===== src/rtl/h264dp_pkg.sv =====
// Shared types and helpers for the H.264 RTP depacketizer.
package h264dp_pkg;

  typedef enum logic [2:0] {
    KIND_NONE,
    KIND_ONE,
    KIND_PREFIX,
    KIND_PREFIX_BYTE,
    KIND_LONG
  } kind_e;

  // One queued command: what a single accepted input word expands into.
  typedef struct packed {
    kind_e      kind;
    logic [7:0] data;
  } cmd_t;

  localparam logic [7:0] StartCode0 = 8'h00;
  localparam logic [7:0] StartCode1 = 8'h00;
  localparam logic [7:0] StartCode2 = 8'h01;
  localparam logic [7:0] TopMask    = 8'he0;
  localparam logic [7:0] TypeMask   = 8'h1f;

  function automatic logic [1:0] last_index(input kind_e kind);
    logic [1:0] r;
    case (kind)
      KIND_PREFIX:      r = 2'd2;
      KIND_PREFIX_BYTE: r = 2'd3;
      KIND_LONG:        r = 2'd3;
      default:          r = 2'd0;
    endcase
    return r;
  endfunction

  function automatic logic [7:0] word_byte(input kind_e kind, input logic [1:0] idx,
                                           input logic [7:0] data);
    logic [7:0] r;
    case (kind)
      KIND_PREFIX, KIND_PREFIX_BYTE: begin
        case (idx)
          2'd0:    r = StartCode0;
          2'd1:    r = StartCode1;
          2'd2:    r = StartCode2;
          default: r = data;
        endcase
      end
      KIND_LONG: begin
        r = (idx == 2'd3) ? StartCode2 : StartCode0;
      end
      default: r = data;
    endcase
    return r;
  endfunction

endpackage


===== src/rtl/h264dp_front.sv =====
// Front end: tracks packet state and classifies each input word into a command.
module h264dp_front (
  input  logic               clk_i,
  input  logic               rst_ni,
  input  logic               accept_i,
  input  logic [7:0]         in_byte_i,
  input  logic               first_byte_i,
  input  logic               last_byte_i,
  output h264dp_pkg::cmd_t   cmd_o
);
  import h264dp_pkg::*;

  localparam logic [2:0] MODE_IDLE  = 3'd0;
  localparam logic [2:0] MODE_ZEROS = 3'd1;
  localparam logic [2:0] MODE_PASS  = 3'd2;
  localparam logic [2:0] MODE_STAP  = 3'd3;
  localparam logic [2:0] MODE_FU    = 3'd4;
  localparam logic [2:0] MODE_DROP  = 3'd5;

  localparam logic [1:0] PHASE_SIZE_HI = 2'd0;
  localparam logic [1:0] PHASE_SIZE_LO = 2'd1;
  localparam logic [1:0] PHASE_DATA    = 2'd2;

  logic [2:0]  mode_q, mode_d;
  logic [1:0]  zeros_q, zeros_d;
  logic [1:0]  phase_q, phase_d;
  logic [7:0]  size_hi_q, size_hi_d;
  logic [15:0] remain_q, remain_d;
  logic [2:0]  top_q, top_d;
  // Set while the next word is the second of the packet: the FU-A header in FU-A mode.
  logic        fu_hdr_q, fu_hdr_d;

  logic [4:0]  type_field;
  logic [15:0] size_full;
  logic [15:0] remain_dec;

  assign type_field = in_byte_i[4:0];
  assign size_full  = {size_hi_q, in_byte_i};
  assign remain_dec = remain_q - 16'd1;

  always_comb begin
    mode_d     = mode_q;
    zeros_d    = zeros_q;
    phase_d    = phase_q;
    size_hi_d  = size_hi_q;
    remain_d   = remain_q;
    top_d      = top_q;
    fu_hdr_d   = 1'b0;
    cmd_o.kind = KIND_NONE;
    cmd_o.data = in_byte_i;

    if (first_byte_i) begin
      zeros_d   = 2'd0;
      phase_d   = PHASE_SIZE_HI;
      size_hi_d = 8'h00;
      remain_d  = 16'h0000;
      top_d     = 3'd0;
      fu_hdr_d  = 1'b1;
      if (in_byte_i == 8'h00) begin
        mode_d  = MODE_ZEROS;
        zeros_d = 2'd1;
      end else if (type_field inside {[5'd1:5'd23]}) begin
        cmd_o.kind = KIND_PREFIX_BYTE;
        mode_d     = MODE_PASS;
      end else if (type_field == 5'd24) begin
        mode_d = MODE_STAP;
      end else if (type_field == 5'd28) begin
        mode_d = MODE_FU;
        top_d  = in_byte_i[7:5];
      end else begin
        mode_d = MODE_DROP;
      end
    end else begin
      case (mode_q)
        MODE_PASS: cmd_o.kind = KIND_ONE;
        MODE_ZEROS: begin
          if (zeros_q == 2'd1) begin
            if (in_byte_i == 8'h00) zeros_d = 2'd2;
            else mode_d = MODE_DROP;
          end else if (zeros_q == 2'd2) begin
            if (in_byte_i == 8'h01) begin
              cmd_o.kind = KIND_PREFIX;
              mode_d     = MODE_PASS;
            end else if (in_byte_i == 8'h00) begin
              zeros_d = 2'd3;
            end else begin
              mode_d = MODE_DROP;
            end
          end else begin
            if (in_byte_i == 8'h01) begin
              cmd_o.kind = KIND_LONG;
              mode_d     = MODE_PASS;
            end else begin
              mode_d = MODE_DROP;
            end
          end
        end
        MODE_STAP: begin
          if (phase_q == PHASE_SIZE_HI) begin
            size_hi_d = in_byte_i;
            phase_d   = PHASE_SIZE_LO;
          end else if (phase_q == PHASE_SIZE_LO) begin
            remain_d = size_full;
            if (size_full == 16'h0000) begin
              phase_d = PHASE_SIZE_HI;
            end else begin
              cmd_o.kind = KIND_PREFIX;
              phase_d    = PHASE_DATA;
            end
          end else begin
            cmd_o.kind = KIND_ONE;
            remain_d   = remain_dec;
            if (remain_dec == 16'h0000) phase_d = PHASE_SIZE_HI;
          end
        end
        MODE_FU: begin
          if (fu_hdr_q) begin
            if (in_byte_i[7]) begin
              cmd_o.kind = KIND_PREFIX_BYTE;
              cmd_o.data = ({top_q, 5'd0} & TopMask) | (in_byte_i & TypeMask);
            end
          end else begin
            cmd_o.kind = KIND_ONE;
          end
        end
        default: ;
      endcase
    end

    // The packet end returns all state to idle once the word is handled.
    if (last_byte_i) begin
      mode_d    = MODE_IDLE;
      zeros_d   = 2'd0;
      phase_d   = PHASE_SIZE_HI;
      size_hi_d = 8'h00;
      remain_d  = 16'h0000;
      top_d     = 3'd0;
      fu_hdr_d  = 1'b0;
    end
  end

  always_ff @(posedge clk_i or negedge rst_ni) begin
    if (!rst_ni) begin
      mode_q    <= MODE_IDLE;
      zeros_q   <= 2'd0;
      phase_q   <= PHASE_SIZE_HI;
      size_hi_q <= 8'h00;
      remain_q  <= 16'h0000;
      top_q     <= 3'd0;
      fu_hdr_q  <= 1'b0;
    end else if (accept_i) begin
      mode_q    <= mode_d;
      zeros_q   <= zeros_d;
      phase_q   <= phase_d;
      size_hi_q <= size_hi_d;
      remain_q  <= remain_d;
      top_q     <= top_d;
      fu_hdr_q  <= fu_hdr_d;
    end
  end

endmodule


===== src/rtl/h264dp_queue.sv =====
// Small command queue between the front end and the output sequencer.
module h264dp_queue #(
  parameter int Depth = 4
) (
  input  logic             clk_i,
  input  logic             rst_ni,
  input  logic             push_i,
  input  h264dp_pkg::cmd_t push_cmd_i,
  input  logic             pop_i,
  output h264dp_pkg::cmd_t head_o,
  output logic             empty_o,
  output logic             full_o
);
  import h264dp_pkg::*;

  localparam int PtrW = (Depth > 1) ? $clog2(Depth) : 1;
  localparam int CntW = $clog2(Depth + 1);
  localparam logic [PtrW-1:0] PtrLast = PtrW'(Depth - 1);
  localparam logic [CntW-1:0] CntFull = CntW'(Depth);
  localparam logic [PtrW-1:0] PtrOne  = PtrW'(1);
  localparam logic [CntW-1:0] CntOne  = CntW'(1);

  cmd_t            mem_q [Depth];
  logic [PtrW-1:0] wr_ptr_q, rd_ptr_q;
  logic [CntW-1:0] cnt_q;
  logic            do_push, do_pop;

  assign empty_o = (cnt_q == '0);
  assign full_o  = (cnt_q == CntFull);
  assign head_o  = mem_q[rd_ptr_q];
  assign do_push = push_i && !full_o;
  assign do_pop  = pop_i && !empty_o;

  always_ff @(posedge clk_i) begin
    if (do_push) mem_q[wr_ptr_q] <= push_cmd_i;
  end

  always_ff @(posedge clk_i or negedge rst_ni) begin
    if (!rst_ni) begin
      wr_ptr_q <= '0;
      rd_ptr_q <= '0;
      cnt_q    <= '0;
    end else begin
      if (do_push) wr_ptr_q <= (wr_ptr_q == PtrLast) ? '0 : wr_ptr_q + PtrOne;
      if (do_pop)  rd_ptr_q <= (rd_ptr_q == PtrLast) ? '0 : rd_ptr_q + PtrOne;
      if (do_push && !do_pop)      cnt_q <= cnt_q + CntOne;
      else if (do_pop && !do_push) cnt_q <= cnt_q - CntOne;
    end
  end

endmodule


===== src/rtl/h264dp_back.sv =====
// Output sequencer: expands queued commands into stream words in an output register.
module h264dp_back (
  input  logic             clk_i,
  input  logic             rst_ni,
  input  h264dp_pkg::cmd_t head_i,
  input  logic             head_valid_i,
  output logic             pop_o,
  output logic             out_valid_o,
  input  logic             out_stall_i,
  output logic [7:0]       out_byte_o,
  output logic             unit_start_o,
  output logic             run_last_o
);
  import h264dp_pkg::*;

  logic       valid_q;
  logic [7:0] byte_q;
  logic       start_q, last_q;
  logic [1:0] idx_q;
  logic       load, at_end;

  assign load   = !valid_q || !out_stall_i;
  assign at_end = (idx_q == last_index(head_i.kind));
  assign pop_o  = load && head_valid_i && at_end;

  always_ff @(posedge clk_i or negedge rst_ni) begin
    if (!rst_ni) begin
      valid_q <= 1'b0;
      idx_q   <= 2'd0;
    end else if (load) begin
      valid_q <= head_valid_i;
      if (head_valid_i) idx_q <= at_end ? 2'd0 : idx_q + 2'd1;
    end
  end

  always_ff @(posedge clk_i) begin
    if (load && head_valid_i) begin
      byte_q  <= word_byte(head_i.kind, idx_q, head_i.data);
      start_q <= (idx_q == 2'd0) && (head_i.kind != KIND_ONE);
      last_q  <= at_end;
    end
  end

  assign out_valid_o  = valid_q;
  assign out_byte_o   = byte_q;
  assign unit_start_o = start_q;
  assign run_last_o   = last_q;

endmodule


===== src/rtl/h264_rtp_depacketizer_unit.sv =====
// H.264 RTP depacketizer: payload words in, Annex-B stream words out.
// Each accepted word is classified into a command, queued, then expanded by the sequencer.
// Throughput: one input word per cycle while the command queue has room; one output
// word per cycle from the sequencer while the output is not stalled, up to four per
// input word at unit starts.
// The queue depth sets how long a burst of start codes can be absorbed.
// Reset (rst_ni low, asynchronous) empties the queue and returns the packet state to idle.
module h264_rtp_depacketizer_unit #(
  parameter int QueueDepth = 4
) (
  input  logic       clk_i,
  input  logic       rst_ni,
  input  logic       in_valid_i,
  output logic       in_stall_o,
  input  logic [7:0] in_byte_i,
  input  logic       first_byte_i,
  input  logic       last_byte_i,
  output logic       out_valid_o,
  input  logic       out_stall_i,
  output logic [7:0] out_byte_o,
  output logic       unit_start_o,
  output logic       run_last_o
);
  import h264dp_pkg::*;

  cmd_t cmd, head;
  logic accept, q_push, q_pop, q_empty, q_full;

  assign in_stall_o = q_full;
  assign accept     = in_valid_i && !q_full;
  assign q_push     = accept && (cmd.kind != KIND_NONE);

  h264dp_front u_front (
    .clk_i        (clk_i),
    .rst_ni       (rst_ni),
    .accept_i     (accept),
    .in_byte_i    (in_byte_i),
    .first_byte_i (first_byte_i),
    .last_byte_i  (last_byte_i),
    .cmd_o        (cmd)
  );

  h264dp_queue #(
    .Depth (QueueDepth)
  ) u_queue (
    .clk_i      (clk_i),
    .rst_ni     (rst_ni),
    .push_i     (q_push),
    .push_cmd_i (cmd),
    .pop_i      (q_pop),
    .head_o     (head),
    .empty_o    (q_empty),
    .full_o     (q_full)
  );

  h264dp_back u_back (
    .clk_i        (clk_i),
    .rst_ni       (rst_ni),
    .head_i       (head),
    .head_valid_i (!q_empty),
    .pop_o        (q_pop),
    .out_valid_o  (out_valid_o),
    .out_stall_i  (out_stall_i),
    .out_byte_o   (out_byte_o),
    .unit_start_o (unit_start_o),
    .run_last_o   (run_last_o)
  );

  // A start code always opens with a zero word.
  assert property (@(posedge clk_i) disable iff (!rst_ni)
    (out_valid_o && unit_start_o) |-> (out_byte_o == 8'h00))
    else $error("start code word is not zero");

  // Inside one expansion the next word can never open a new start code.
  assert property (@(posedge clk_i) disable iff (!rst_ni)
    (out_valid_o && !out_stall_i && !run_last_o) |=> (out_valid_o && !unit_start_o))
    else $error("expansion interrupted by a new start code");

  // The front end never writes a command into a full queue.
  assert property (@(posedge clk_i) disable iff (!rst_ni)
    q_push |-> !q_full)
    else $error("command pushed into full queue");

endmodule


===== config.mk =====
export PLATFORM = sky130hd
export DESIGN_NAME = h264_rtp_depacketizer_unit
export DESIGN_NICKNAME = d
export VERILOG_FILES = /design/src/rtl/h264dp_pkg.sv /design/src/rtl/h264dp_front.sv /design/src/rtl/h264dp_queue.sv /design/src/rtl/h264dp_back.sv /design/src/rtl/h264_rtp_depacketizer_unit.sv
export SDC_FILE = /design/constraint.sdc
export NUM_CORES = 1
export LEC_CHECK = 0
export BUFFER_PORTS_ARGS = -buffer_cell sky130_fd_sc_hd__buf_2
export CAP_MARGIN = 20
export CORE_AREA = 2 2 99 101
export DETAILED_ROUTE_END_ITERATION = 8
export DIE_AREA = 0 0 101 103
export HOLD_SLACK_MARGIN = 0.12
export MAX_ROUTING_LAYER = met4
export PLACE_DENSITY = 0.74
export SYNTH_ARGS = -nofsm -noshare
export SYNTH_HDL_FRONTEND = slang
export SYNTH_SLANG_ARGS = --single-unit

===== constraint.sdc =====
create_clock -name clk_i -period 3.1 [get_ports clk_i]
set_input_delay 0.31 -clock clk_i [delete_from_list [all_inputs] [get_ports clk_i]]
set_output_delay 0.31 -clock clk_i [all_outputs]
set_load 0.05 [all_outputs]

== Word-level counts from Yosys, hierarchy flattened ==
Memory sizes are Yosys's and may differ from the RTL's.
Index checks and enable logic that the tools add are counted.

* Register bits after elaboration: 55
* RAM bits: 44
* Output and inout port bits: 12
* Memories kept: 1

* $add $sub $neg: 6
* Magnitude comparators: 2
* Equality and inequality tests: 23
* Multiplexer cells: 72
* Bitwise logic cells: 2
* Reduce and logical (&&, ||, !) cells: 42

{| class="wikitable"
|+ Memories
! name !! depth !! bits a word !! rd ports !! clocked after Yosys merged registers in !! wr ports !! RTL line !! RTL
|-
| u_queue.mem_q || 4 || 11 || 1 || 0 || 1 || h264dp_queue.sv:23 || <nowiki>cmd_t mem_q [Depth];</nowiki>
|}

{| class="wikitable"
|+ Operators with widths
! kind !! count
|-
| $mux W16 || 5
|-
| $mux W3 || 26
|-
| $mux W8 || 7
|-
| $mux W2 || 22
|-
| $logic_not A16 Y1 || 2
|-
| $pmux W8 S2 || 2
|-
| $sub A16 B1 Y16 const B || 1
|-
| $reduce_bool A3 Y1 || 5
|-
| $eq A3 B2 Y1 const B || 4
|-
| $pmux W3 S4 || 1
|-
| $eq A2 B2 Y1 const B || 5
|-
| $eq A5 B5 Y1 const B || 2
|-
| $logic_and A1 B1 Y1 || 10
|-
| $mux W10 || 1
|-
| $eq A3 B3 Y1 const B || 3
|-
| $reduce_and A3 Y1 || 3
|-
| $eq A8 B1 Y1 const B || 1
|-
| $logic_not A8 Y1 || 1
|-
| $or A8 B5 Y8 || 1
|-
| $mux W1 || 7
|-
| $add A2 B1 Y2 const B || 3
|-
| $eq A2 B1 Y1 const B || 3
|-
| $logic_not A1 Y1 || 6
|-
| $reduce_and A2 Y1 || 3
|-
| other kinds (19) || 23
|}

== Logic depth before layout (Yosys ltp) ==
* Word-level depth: 13
* Depth in mapped cells: 13
* Gate-level depth less buffers: 13

== Cells and area by module ==
From an unflattened synthesis, not the netlist that was laid out.

* Cell total of the unflattened synthesis: 413
* Area, all modules: 4991.0 um^2

{| class="wikitable"
|+ Modules (own cells, without submodules)
! module !! times used !! cells an instance !! area each (um^2) !! sequential area each (um^2)
|-
| h264dp_front || 1 || 265 || 2292.2 || 875.8
|-
| h264dp_queue || 1 || 94 || 2028.2 || 1496.4
|-
| h264dp_back || 1 || 51 || 644.4 || 375.4
|-
| h264_rtp_depacketizer_unit || 1 || 3 || 26.3 || 0.0
|}

== Worst setup path after synthesis ==
No wires, ideal clock.

* Path kind: reg2reg
* Start: register u_queue.cnt_q[0]
* End: register u_queue.cnt_q[1]
* Library setup time: 0.125 ns
* Arrival time: 3.112 ns
* Required time: 2.975 ns
* Setup slack: -0.137 ns
* Cell stages (with the launch flop): 9
* Buffers on the path: 1
* Period minus slack after synthesis: 3.237 ns
* Path through: dfrtp_1 -> nor3b_1 -> nor2b_1 -> clkbuf_1 -> o31a_1 -> ha_1 -> inv_1 -> fa_1 -> mux2_2

* Cells in the longest elaborated chain, start to end: 8
* Elaborated cells between the ends (all ways): 19

{| class="wikitable"
|+ Ends and longest elaborated chain
! element !! RTL line !! RTL
|-
| start, declared || h264dp_queue.sv:25 || <nowiki>logic [CntW-1:0] cnt_q;</nowiki>
|-
| start signal, assigned || h264dp_queue.sv:46 || <nowiki>if (do_push && !do_pop) cnt_q <= cnt_q + CntOne;</nowiki>
|-
| start signal, assigned || h264dp_queue.sv:47 || <nowiki>else if (do_pop && !do_push) cnt_q <= cnt_q - CntOne;</nowiki>
|-
| $eq A3 B3 Y1 * || h264dp_queue.sv:29 || <nowiki>assign full_o = (cnt_q == CntFull);</nowiki>
|-
| via in_stall_o || h264_rtp_depacketizer_unit.sv:14 || <nowiki>output logic in_stall_o,</nowiki>
|-
| $logic_not A1 Y1 * || h264dp_queue.sv:31, h264_rtp_depacketizer_unit.sv:30 ||
|-
| $logic_and A1 B1 Y1 || h264_rtp_depacketizer_unit.sv:30 || <nowiki>assign accept = in_valid_i && !q_full;</nowiki>
|-
| $logic_and A1 B1 Y1 || h264_rtp_depacketizer_unit.sv:31 || <nowiki>assign q_push = accept && (cmd.kind != KIND_NONE);</nowiki>
|-
| $logic_and A1 B1 Y1 * || h264dp_queue.sv:31 || <nowiki>assign do_push = push_i && !full_o;</nowiki>
|-
| via u_queue.do_push || h264dp_queue.sv:26 || <nowiki>logic do_push, do_pop;</nowiki>
|-
| $logic_not A1 Y1 || h264dp_queue.sv:47 ||
|-
| $logic_and A1 B1 Y1 || h264dp_queue.sv:47 ||
|-
| $reduce_bool A2 Y1 (no line) || n/a ||
|}

The timed path passes the listed nets; every way through them passes the cells marked *. The select of a mux whose other input is x is not followed.
A chain may end at the register's enable or synchronous reset.

== Worst setup path after layout ==
* Start: register u_queue.rd_ptr_q[0]
* End: register u_queue.cnt_q[1]

* Cells in the longest elaborated chain, start to end: 10
* Elaborated cells between the ends (all ways): 14

{| class="wikitable"
|+ Ends and longest elaborated chain
! element !! RTL line !! RTL
|-
| start, declared || h264dp_queue.sv:24 || <nowiki>logic [PtrW-1:0] wr_ptr_q, rd_ptr_q;</nowiki>
|-
| start signal, assigned || h264dp_queue.sv:45 || <nowiki>if (do_pop) rd_ptr_q <= (rd_ptr_q == PtrLast) ? '0 : rd_ptr_q + PtrOne;</nowiki>
|-
| $mem_v2 Z4 W11 * || n/a ||
|-
| $eq A3 B2 Y1 / $eq A3 B3 Y1 (equally long branches) || h264dp_pkg.sv:26 || <nowiki>case (kind)</nowiki>
|-
| $reduce_or A2 Y1 (no line) || n/a ||
|-
| $pmux W2 S2 * || h264dp_pkg.sv:26 ||
|-
| $eq A2 B2 Y1 * || h264dp_back.sv:23 || <nowiki>assign at_end = (idx_q == last_index(head_i.kind));</nowiki>
|-
| via u_back.at_end || h264dp_back.sv:20 || <nowiki>logic load, at_end;</nowiki>
|-
| $logic_and A1 B1 Y1 * || h264dp_back.sv:24 || <nowiki>assign pop_o = load && head_valid_i && at_end;</nowiki>
|-
| $logic_and A1 B1 Y1 * || h264dp_queue.sv:32 || <nowiki>assign do_pop = pop_i && !empty_o;</nowiki>
|-
| $logic_not A1 Y1 || h264dp_queue.sv:46 ||
|-
| $logic_and A1 B1 Y1 || h264dp_queue.sv:46 ||
|-
| $mux W3 / $reduce_bool A2 Y1 (equally long branches) || n/a ||
|}

The timed path passes the listed nets; every way through them passes the cells marked *.

==> flow_metrics.tcl <==
set metrics [dict create \
    status "finished clean" \
    num_antenna_cells 0 \
    worstPathRequired_ns 3.35 \
    critPathMaxFanout 4 \
    synth_top_area_share_pct 32.3 \
    clock_sinks 99 \
    cp_slowest_cell "mux4_2" \
    dp_hpwl_um 7190 \
    reg2reg_from "u_queue.rd_ptr_q[0]" \
    wl_per_cell_um 17.8 \
    grt-ovfl-total 0 \
    cp-endpoint "u_queue.cnt_q[1]" \
    arrival_ns 3.25 \
    period_minus_slack_ns 2.99 \
    synth_edf_count 54 \
    drive_above_1_share_pct 18.8 \
    syn_inst 441 \
    insertion_delay_ns 0.36 \
    synth_nets 469 \
    yosysMostFrequentCell "edfxtp_1" \
    via_per_inst 6.13 \
    async_flop_share_pct 45.5 \
    critPathLaunchType "register" \
    cts_made_buffers 9 \
    end_kind "register" \
    powerDensity_nw_per_um2 778 \
    antenna_found_initial 0 \
    die-area_um2 10400 \
    vdd_drop_max_mv 0.334 \
    p_leak_nw 2.20 \
    yosysTopAreaCell "edfxtp_1" \
    drtIter0Drc 285 \
    design_area_um2 5580 \
    fin_crit_sh_pct 96.6 \
    num_rows 36 \
    yosysSeqAreaShare_pct 54.8 \
    syn_area_per_cell_um2 11.4 \
    drtPass1Iterations 5 \
    tns_ns 0 \
    worstPathCellList "mux4_2 > nor3b_4 > or4_4 > o221ai_2 > and2_4 > inv_1 > ha_1 > inv_2 > fa_1 > mux2_2" \
    grt_pass1_vias 3374 \
    ios 26 \
    timing.hold.ws_ns 0.149 \
    max_stage_delay_ns 0.54 \
    holdPathStages 3 \
    portBuffers 25 \
    path_depth 10 \
    place.gp.congestion 0.882 \
    final_nets 502 \
    placed_area_um2 5310 \
    final_util_pct 59.0 \
    maxCapViolations 0 \
    dpl.cell_count 572 \
    rrSetupSlack_ns 0.11 \
    final_cells 593 \
    post_synth_most_frequent_cells "edfxtp_1, o21ai_0, dfrtp_1" \
    hold_class "in -> reg" \
    ys.flop_type "edfxtp_1" \
    setup_viol 0 \
    clk_pin_slew_worst_paths_ns 0.10 \
    critPathBufInv 2 \
    cts-root-buf "clkbuf_8" \
    synth.area.top_cells "edfxtp_1, dfrtp_1, mux4_2, o21ai_0, ha_1" \
    die_h_um 103 \
    h-tree-depth 3 \
    nFillCells 775 \
    initial_core_util_pct 53.0 \
    die_x_um 101 \
    synth-seq-cells 99 \
    finClkSkew_ns 0.0109 \
    design.core.area_um2 9460 \
    worst_pin_slew_ns 0.892 \
    hold_viol 0 \
    clk_path_buf_depth 2 \
    fmax_mhz 334 \
    slew_headroom_pct 39.9 \
    syn2layout_area_growth_pct 11.3 \
    track_usage_pct 22.1 \
    critPathLaunch "u_queue.rd_ptr_q[0]" \
    ant_nets 0 \
    cp_top_family "simple AND/OR/NAND/NOR gates" \
    worstReg2RegEnd "u_queue.cnt_q[1]" \
    drc 0 \
    r2r_cells 10 \
    slew_violations 0 \
    syn_area_um2 5020 \
    grt_start_max_net_pins 46 \
    grt_first_pass_wirelength_um 17000 \
    yosys_warnings 0 \
    path_class "reg -> reg" \
    wl_um 10500 \
    num_vias 3636 \
    yosysUniqueCellTypes 58 \
    cts_tree "yes" \
]
==> state kept, by name, indices dropped and copies added, names as in the netlist <==
register,flops
u_back.out_valid_o,1
u_front.zeros_q,2
u_back.unit_start_o,1
u_front.remain_q,16
u_back.idx_q,2
u_queue.wr_ptr_q,2
u_front.size_hi_q,8
u_back.out_byte_o,8
u_front.top_q,3
u_queue.rd_ptr_q,2
u_queue.cnt_q,3
u_queue.mem_q,44
u_front.mode_q,3
u_back.run_last_o,1
u_front.fu_hdr_q,1
u_front.phase_q,2
==> worst min-delay path, delay by kind of cell <==
kind | cells | cell delay [ns]
and+or+nand+nor | 2 | 0.08
buffers and inverters | 1 | 0.09
==> routing by layer <==
layer | track usage (%) | up-vias | routed length (µm) | part of all wire (%)
met4 | 6.13 | 0 | 80 | 0.76
li1 | - | 1730 | - | -
met5 | - | - | 0 | 0
met3 | 4.41 | 6 | 650 | 6.2
met2 | 34.9 | 120 | 5080 | 48
met1 | 29.5 | 1780 | 4720 | 45
==> worst min path at each step <==
stage	start	end	slack [ns]
floorplan	rst_ni	u_back.idx_q[0]	0.01
global placement	u_back.out_valid_o	u_back.out_valid_o	0.47
detailed placement	u_queue.cnt_q[2]	u_queue.cnt_q[2]	0.48
CTS	out_stall_i	u_back.out_valid_o	0.12
global route	out_stall_i	u_back.out_valid_o	0.14
finish	out_stall_i	u_back.out_valid_o	0.15
==> cells by family (layout without fill, tap and decap cells) <==
logic type,after synthesis,in the layout,share of synthesized area [%]
and+or+nand+nor,145,145,16.0
AOI/OAI and AO/OA,120,120,14.9
DFF,99,99,54.8
buffers and inverters,38,76,2.92
muxes,21,21,7.13
adders and majority gates,14,14,3.64
xor gates and xnor gates,4,4,0.699
==> area by class of cell <==
class / count / area, µm² / area share, %
clock buffer: 13 / 181 / 3.25
inverter: 15 / 56.3 / 1.01
clock inverter: 3 / 25.0 / 0.448
timing repair buffer: 45 / 298 / 5.34
sequential: 99 / 2750 / 49.2
tap: 114 / 143 / 2.56
multi-input combinational: 304 / 2130 / 38.2
==> placed cells by master, fill, tap and decap left out, types with 4 or more instances in the layout <==
master,instances
o31ai_1,4
clkbuf_8,9
mux2_1,4
edfxtp_1,54
and2_1,6
inv_1,13
dfrtp_1,44
mux4_2,11
o21ai_0,49
buf_4,18
mux2_2,4
or2_2,4
nand4b_1,5
a21oi_1,24
buf_2,25
ha_1,13
a22oi_1,6
a22o_1,9
nor3_1,11
nor3b_1,5
nor4_1,14
nor2b_1,9
nand2_1,29
nor2_1,31
nand3_1,6
nand2b_1,5
==> per-stage QoR <==
| step | power, mW | setup WS (ns) |
|---|---|---|
| after global placement | 3.43 | 0.0490 |
| after floorplan | 3.09 | 0.122 |
| after detailed placement | 3.49 | -0.0390 |
| after global routing | 4.63 | -0.00851 |
| final | 4.34 | 0.106 |
| after CTS | 4.35 | 0.0180 |
==> what timing repair did <==
action / CTS / global route
pin swaps: 0 / 1
cloned: 0 / 0
setup endpoints to repair: 1 / 2
hold buffers: 0 / 1
endpoints found under the hold margin: 0 / 22
setup buffers: 1 / 2
gates resized for setup: 1 / 1
==> report_power, final <==
group          leakage (nW)  switching (mW)  total, mW  internal, mW
Combinational          1.01            1.01       1.68         0.673
Clock                 0.101           0.447      0.844         0.397
Sequential             1.10           0.155       1.81          1.66
Total                  2.20            1.61       4.34          2.73
(Power assumes the default switching activity.)
